### src/rtl/lsi_pkg.sv
// ----------------------------------------------------------------------------
// lsi_pkg
// Shared widths, register map, job codes and sequencer states of the
// lattice site index block.
// ----------------------------------------------------------------------------
`default_nettype none

package lsi_pkg;

  localparam int LSI_DIMS       = 4;
  localparam int LSI_COORD_BITS = 16;

  localparam int COORD_W = 16;
  localparam int IDX_W   = 32;
  localparam int CFG_DW  = 64;
  localparam int CFG_AW  = 6;
  localparam int DIV_W   = 32;
  localparam int DEN_W   = 16;
  localparam int JOB_W   = 4;

  localparam logic [2:0] REG_ORIGIN     = 3'd0;
  localparam logic [2:0] REG_EXTENT     = 3'd1;
  localparam logic [2:0] REG_SPLIT      = 3'd2;
  localparam logic [2:0] REG_MERGED     = 3'd3;
  localparam logic [2:0] REG_COUNT      = 3'd4;
  localparam logic [2:0] REG_EVEN_FIRST = 3'd5;
  localparam logic [2:0] REG_EVEN_SITES = 3'd6;

  localparam logic [JOB_W-1:0] JOB_SUBSIZE = 4'd0;
  localparam logic [JOB_W-1:0] JOB_RECIP   = 4'd4;
  localparam logic [JOB_W-1:0] JOB_OFFSET  = 4'd8;

  typedef enum logic [1:0] {
    SEQ_IDLE,
    SEQ_ISSUE,
    SEQ_WAIT
  } seq_state_t;

endpackage

`default_nettype wire

### src/rtl/lsi_sdiv.sv
// ----------------------------------------------------------------------------
// lsi_sdiv
// Serial restoring divider, one quotient bit per cycle, for the values
// derived from the configuration registers.
// ----------------------------------------------------------------------------
`default_nettype none

module lsi_sdiv (
  input  wire logic                      clk,
  input  wire logic                      rst_n,
  input  wire logic                      start,
  input  wire logic [lsi_pkg::DIV_W-1:0] num,
  input  wire logic [lsi_pkg::DEN_W-1:0] den,
  output logic                           done,
  output logic      [lsi_pkg::DIV_W-1:0] quo
);
  import lsi_pkg::*;

  localparam int CNT_W = $clog2(DIV_W + 1);

  logic             run_r;
  logic [CNT_W-1:0] cnt_r;
  logic [DEN_W-1:0] rem_r;
  logic [DEN_W-1:0] den_r;
  logic [DIV_W-1:0] q_r;
  logic [DEN_W:0]   trial;
  logic             fit;

  assign trial = {rem_r, q_r[DIV_W-1]};
  assign fit   = trial >= {1'b0, den_r};
  assign done  = run_r && (cnt_r == '0);
  assign quo   = q_r;

  always_ff @(posedge clk) begin
    if (!rst_n) begin
      run_r <= 1'b0;
      cnt_r <= '0;
    end else if (start) begin
      run_r <= 1'b1;
      cnt_r <= CNT_W'(DIV_W);
    end else if (run_r) begin
      if (cnt_r == '0) begin
        run_r <= 1'b0;
      end else begin
        cnt_r <= cnt_r - 1'b1;
      end
    end
  end

  always_ff @(posedge clk) begin
    if (start) begin
      rem_r <= '0;
      den_r <= den;
      q_r   <= num;
    end else if (run_r && (cnt_r != '0)) begin
      rem_r <= fit ? DEN_W'(trial - {1'b0, den_r}) : trial[DEN_W-1:0];
      q_r   <= {q_r[DIV_W-2:0], fit};
    end
  end

endmodule

`default_nettype wire

### config.mk
export PLATFORM = sky130hd
export DESIGN_NAME = lsi_sdiv
export DESIGN_NICKNAME = d
export VERILOG_FILES = /design/src/rtl/lsi_pkg.sv /design/src/rtl/lsi_sdiv.sv
export SDC_FILE = /design/constraint.sdc
export NUM_CORES = 1
export LEC_CHECK = 0
export BUFFER_PORTS_ARGS = -buffer_cell sky130_fd_sc_hd__buf_4
export CORE_MARGIN = 2
export CORE_UTILIZATION = 57
export CTS_CLUSTER_SIZE = 25
export DETAILED_ROUTE_END_ITERATION = 7
export PLACE_DENSITY = 0.8
export SLEW_MARGIN = 30
export SYNTH_ARGS = -nofsm -noshare
export SYNTH_HDL_FRONTEND = slang
export SYNTH_SLANG_ARGS = --single-unit
### constraint.sdc
create_clock -name clk -period 5.34 [get_ports clk]
set_input_delay 0.267 -clock clk [delete_from_list [all_inputs] [get_ports clk]]
set_output_delay 0.267 -clock clk [all_outputs]
set_load 0.03 [all_outputs]
## Word-level counts from Yosys, hierarchy flattened

Index checks and enable logic that the tools add are counted.

| operators by class | value |
|---|---|
| $add $sub $neg | 2 |
| multiply operators | 0 |
| div/mod/pow operators | 0 |
| magnitude comparators | 1 |
| equal/unequal tests | 1 |
| shift operators | 0 |
| multiplexer cells | 9 |
| bitwise gates (word level) | 2 |
| reduce and logical (&&, ||, !) cells | 9 |

Operator list:

| kind | count |
|---|---|
| $mux W32 | 2 |
| $mux W6 | 3 |
| $ge A17 B16 Y1 | 1 |
| $mux W16 | 1 |
| $sub A16 B16 Y16 | 1 |
| $logic_not A6 Y1 | 1 |
| $reduce_bool A6 Y1 | 1 |
| $sub A6 B1 Y6 const B | 1 |
| $reduce_and A2 Y1 | 2 |
| $reduce_bool A2 Y1 | 2 |
| $mux W1 | 3 |
| $logic_and A1 B1 Y1 | 2 |
| $ne A2 B2 Y1 const B | 1 |
| $not A1 Y1 | 2 |
| $reduce_or A2 Y1 | 1 |

| storage, ports and cells | value |
|---|---|
| register bits | 71 |
| bits in latches | 0 |
| memory bits (writable) | 0 |
| ROM bits | 0 |
| output and inout bits | 33 |
| memories kept | 0 |

## Depth between registers and ports, before layout

| depth | value |
|---|---|
| depth in word-level cells | 4 |
| mapped depth | 11 |
| mapped depth without buffers | 10 |

## Least setup slack after synthesis

No wires, ideal clock.

| path | value |
|---|---|
| kind | register -> register |
| start | register q_r[31] (netlist: quo[31]) |
| end | register rem_r[12] |
| data arrival time | 2.429 ns |
| slack | 2.791 ns |
| cell stages (with the launch flop) | 11 |
| buffers on the path | 0 |
| cells stage by stage | edfxtp_1 -> inv_1 -> ha_1 -> fa_1 -> and2b_1 -> o21bai_1 -> a21boi_0 -> o211ai_1 -> a311oi_1 -> xnor2_1 -> o31a_1 |

| between the ends | value |
|---|---|
| cells in the longest elaborated chain, start to end | 2 |

Ends and longest elaborated chain:

| what | RTL line | text |
|---|---|---|
| start, declared | lsi_sdiv.sv:25 | `logic [DIV_W-1:0] q_r;` |
| start signal, assigned | lsi_sdiv.sv:54 | `q_r <= num;` |
| start signal, assigned | lsi_sdiv.sv:57 | `q_r <= {q_r[DIV_W-2:0], fit};` |
| $sub A16 B16 Y16 / $ge A17 B16 Y1 (equally long branches) | lsi_sdiv.sv:56, lsi_sdiv.sv:30 |  |
| $mux W16 (*) | lsi_sdiv.sv:56 | `rem_r <= fit ? DEN_W'(trial - {1'b0, den_r}) : trial[DEN_W-1:0];` |
| end signal, assigned | lsi_sdiv.sv:56 |  |
| end, declared | lsi_sdiv.sv:23 | `logic [DEN_W-1:0] rem_r;` |

Mark *: on every way between the ends. The rest lies on a longest branch, timed or not.
A chain may end at the register's enable or synchronous reset.

## Worst setup path in the final report

| path | value |
|---|---|
| start | register den_r[1] |
| end | register rem_r[2] |

| between the ends | value |
|---|---|
| cells in the longest elaborated chain, start to end | 2 |

Ends and longest elaborated chain:

| what | RTL line | text |
|---|---|---|
| start, declared | lsi_sdiv.sv:24 | `logic [DEN_W-1:0] den_r;` |
| start signal, assigned | lsi_sdiv.sv:53 | `den_r <= den;` |
| $sub A16 B16 Y16 / $ge A17 B16 Y1 (equally long branches) | lsi_sdiv.sv:56, lsi_sdiv.sv:30 |  |
| $mux W16 (*) | lsi_sdiv.sv:56 |  |

Marks and branches as above.

==> metrics.txt <==
status finished clean; combinational share of power 24.1%; number of iterations in the first detailed-routing pass 5; CP Max Fanout 13; Synth Register Bits 71; register area share after synthesis 50.5%; CTS tree yes; die area 7270 um2; Gate Count Post-Synth 327; fraction of layout cells with a size suffix above 1 36.0%; crit start category flop; relative slew slack 48.6%; Setup Skew 13.3 ps; Worst R2R End rem_r[2]; Net Sw Frac 30.9%; unrepaired setup endpoints after global routing false; Hold Crit Start den[6]; overall power 1.38 mW; # clock sinks 71; vias 2,771; Total Routing Usage GR 21.9%; final setup violation count 0; Post-Syn Nets 397; Post-synth EDFFs 48; core region area 6390 um2; Ys Warns 0; Final period util 53.9%; gr ovfl total 0; reg2reg setup slack 2460 ps; power share of the sequential group 48.3%; Post-CTS Setup Bufs 0; commonest non-fill, non-tap cells in the layout 85 x buf_4, 48 x edfxtp_1, 31 x mux2_2; Die X 85.3 um; FF-to-FF Start den_r[1]; final slew viol count 0; DRC violations left 0; Layout Nets 482; initial DRC count 155; dpl cells 478; Final min period 2880 ps; Placement Setup Slack 2520 ps; IO Count 84; antenna viol nets, final 0; Int Pwr 0.956 mW; gpl congestion 0.914; worst r2r path cells 10; clock latency on the worst-skew pair 350 ps; vias in the first global route 2,711; Final Cell Area 4610 um2; Hold Crit Class input port to flop; Pleak 1.90 nW; PD cells 300 nW/um2; clock slew seen by the registers of the worst setup and hold paths 80 ps; Fmax 347 MHz; most common cell after layout, fill and taps aside buf_4; DP Wirelength 5700 um; max-cap violations 0; maximum VDD drop 175 uV; top_reg_cell synth edfxtp_1; Fin. Hold Viols 0; Synth top area share 38.3%; largest net degree at the start of global routing 63; top cells by area, synth edfxtp_1 38%, dfxtp_1 12%, mux2_2 9.3%; Final Core Density 72.2%; post_cts resized 0; WP data arrival 3090 ps; Slew @ Worst Pin 770 ps; Avg Synthesized Cell Area 11.5 um2; synthesized cell area 3770 um2; hold_buf cts 0; setup TNS 0 ps; row count 29; global-route wire length before repair 12,500 um; dpl cell area 4440 um2; hold endpoint den_r[6]; area leader, netlist edfxtp_1; antenna cell count 0; Psw 0.427 mW; total CTS buffers 9; Distinct cells, synth 58; clock network power share 27.5%; Crit. End Element flop; final worst slack 2460 ps; CTS H-tree lvls 3; Critical path origin den_r[1]; clock tree buffer depth 2; Initial Util 59.0%; fillers 466; vias per cell 5.61; Post-Route WL 7900 um; Area Overhead vs Synth 22.4%; PortBufs 83; antenna violations before repair 0; Post-synth ARST share 0%; DR WL/cell 16.0 um; critical path type flop to flop; Die H 85.3 um; CP required 5550 ps; Hold Path Stages 1; final hold slack 95.1 ps; Non-Filler Instances 494; Root Driver clkbuf_8
## cells in the mapped netlist, types with 4 or more instances
cell type / number
mux2_2: 31
dfxtp_1: 23
nor2_1: 30
nor3_1: 7
edfxtp_1: 48
a21boi_0: 4
ha_1: 18
a21oi_1: 11
nand3_1: 4
clkbuf_1: 5
inv_1: 25
and3_1: 5
a211oi_1: 4
o21ai_0: 10
xnor2_1: 13
nand2_1: 16
nor2b_1: 4
## critical path: stages (launching register included)
cell and delay, ps:
edfxtp_1 430, inv_1 80, ha_1 240, nor2b_1 150
o31a_1 280, o31a_1 310, a221oi_2 630, buf_4 320
nor3_1 80, a21oi_1 150, o31ai_2 70
## registers in the layout, summed over array words and instances, names as in the netlist
register  cells
quo          32
den_r        16
rem_r        16
cnt_r         6
run_r         1
## cell families (layout without fill, tap and decap cells)
group / count (synthesis) / after routing / synth area share, %
XOR/XNOR: 16 / 16 / 3.72
adder cells (fa/ha/maj): 19 / 19 / 6.51
flip-flops: 71 / 71 / 50.5
multiplexers: 33 / 33 / 9.80
buffers and inverters: 36 / 126 / 4.19
AND/OR/NAND/NOR: 79 / 79 / 9.97
AO/OA/AOI/OAI: 73 / 73 / 15.3
## layer usage
layer	vias up	wire length [um]	GRT usage (%)
met5	-	0	0
met4	0	219	10.8
met3	19	414	3.11
met2	85	3850	35.6
met1	1287	3420	28.8
li1	1380	-	-
## worst max path at each step
stage,endpoint,slack [ps],cells after the start
2_1_floorplan,rem_r[12],2790,10
3_3_place_gp,rem_r[2],2590,10
3_5_place_dp,rem_r[2],2520,10
4_1_cts,rem_r[2],2470,10
5_1_grt,rem_r[2],2300,10
6_report,rem_r[2],2460,10
## cell type report
class	instances	area [um2]	share of cell area, %
Tap cell	77	96.3	2.09
Multi-Input combinational cell	220	1710	37.0
Inverter	25	93.8	2.04
Timing Repair Buffer	85	638	13.8
Sequential cell	71	1900	41.3
Clock buffer	9	124	2.69
Clock inverter	7	48.8	1.06
## power groups by stage
stage / clock (mW) / sequential, mW / combinational (mW)
after global routing: 0.412 / 0.674 / 0.359
after global placement: 0 / 0.678 / 0.324
after detailed placement: 0 / 0.681 / 0.332
after floorplan: 0 / 0.728 / 0.177
after CTS: 0.390 / 0.668 / 0.334
final: 0.381 / 0.668 / 0.334
Power figures use the tool's default switching activity.
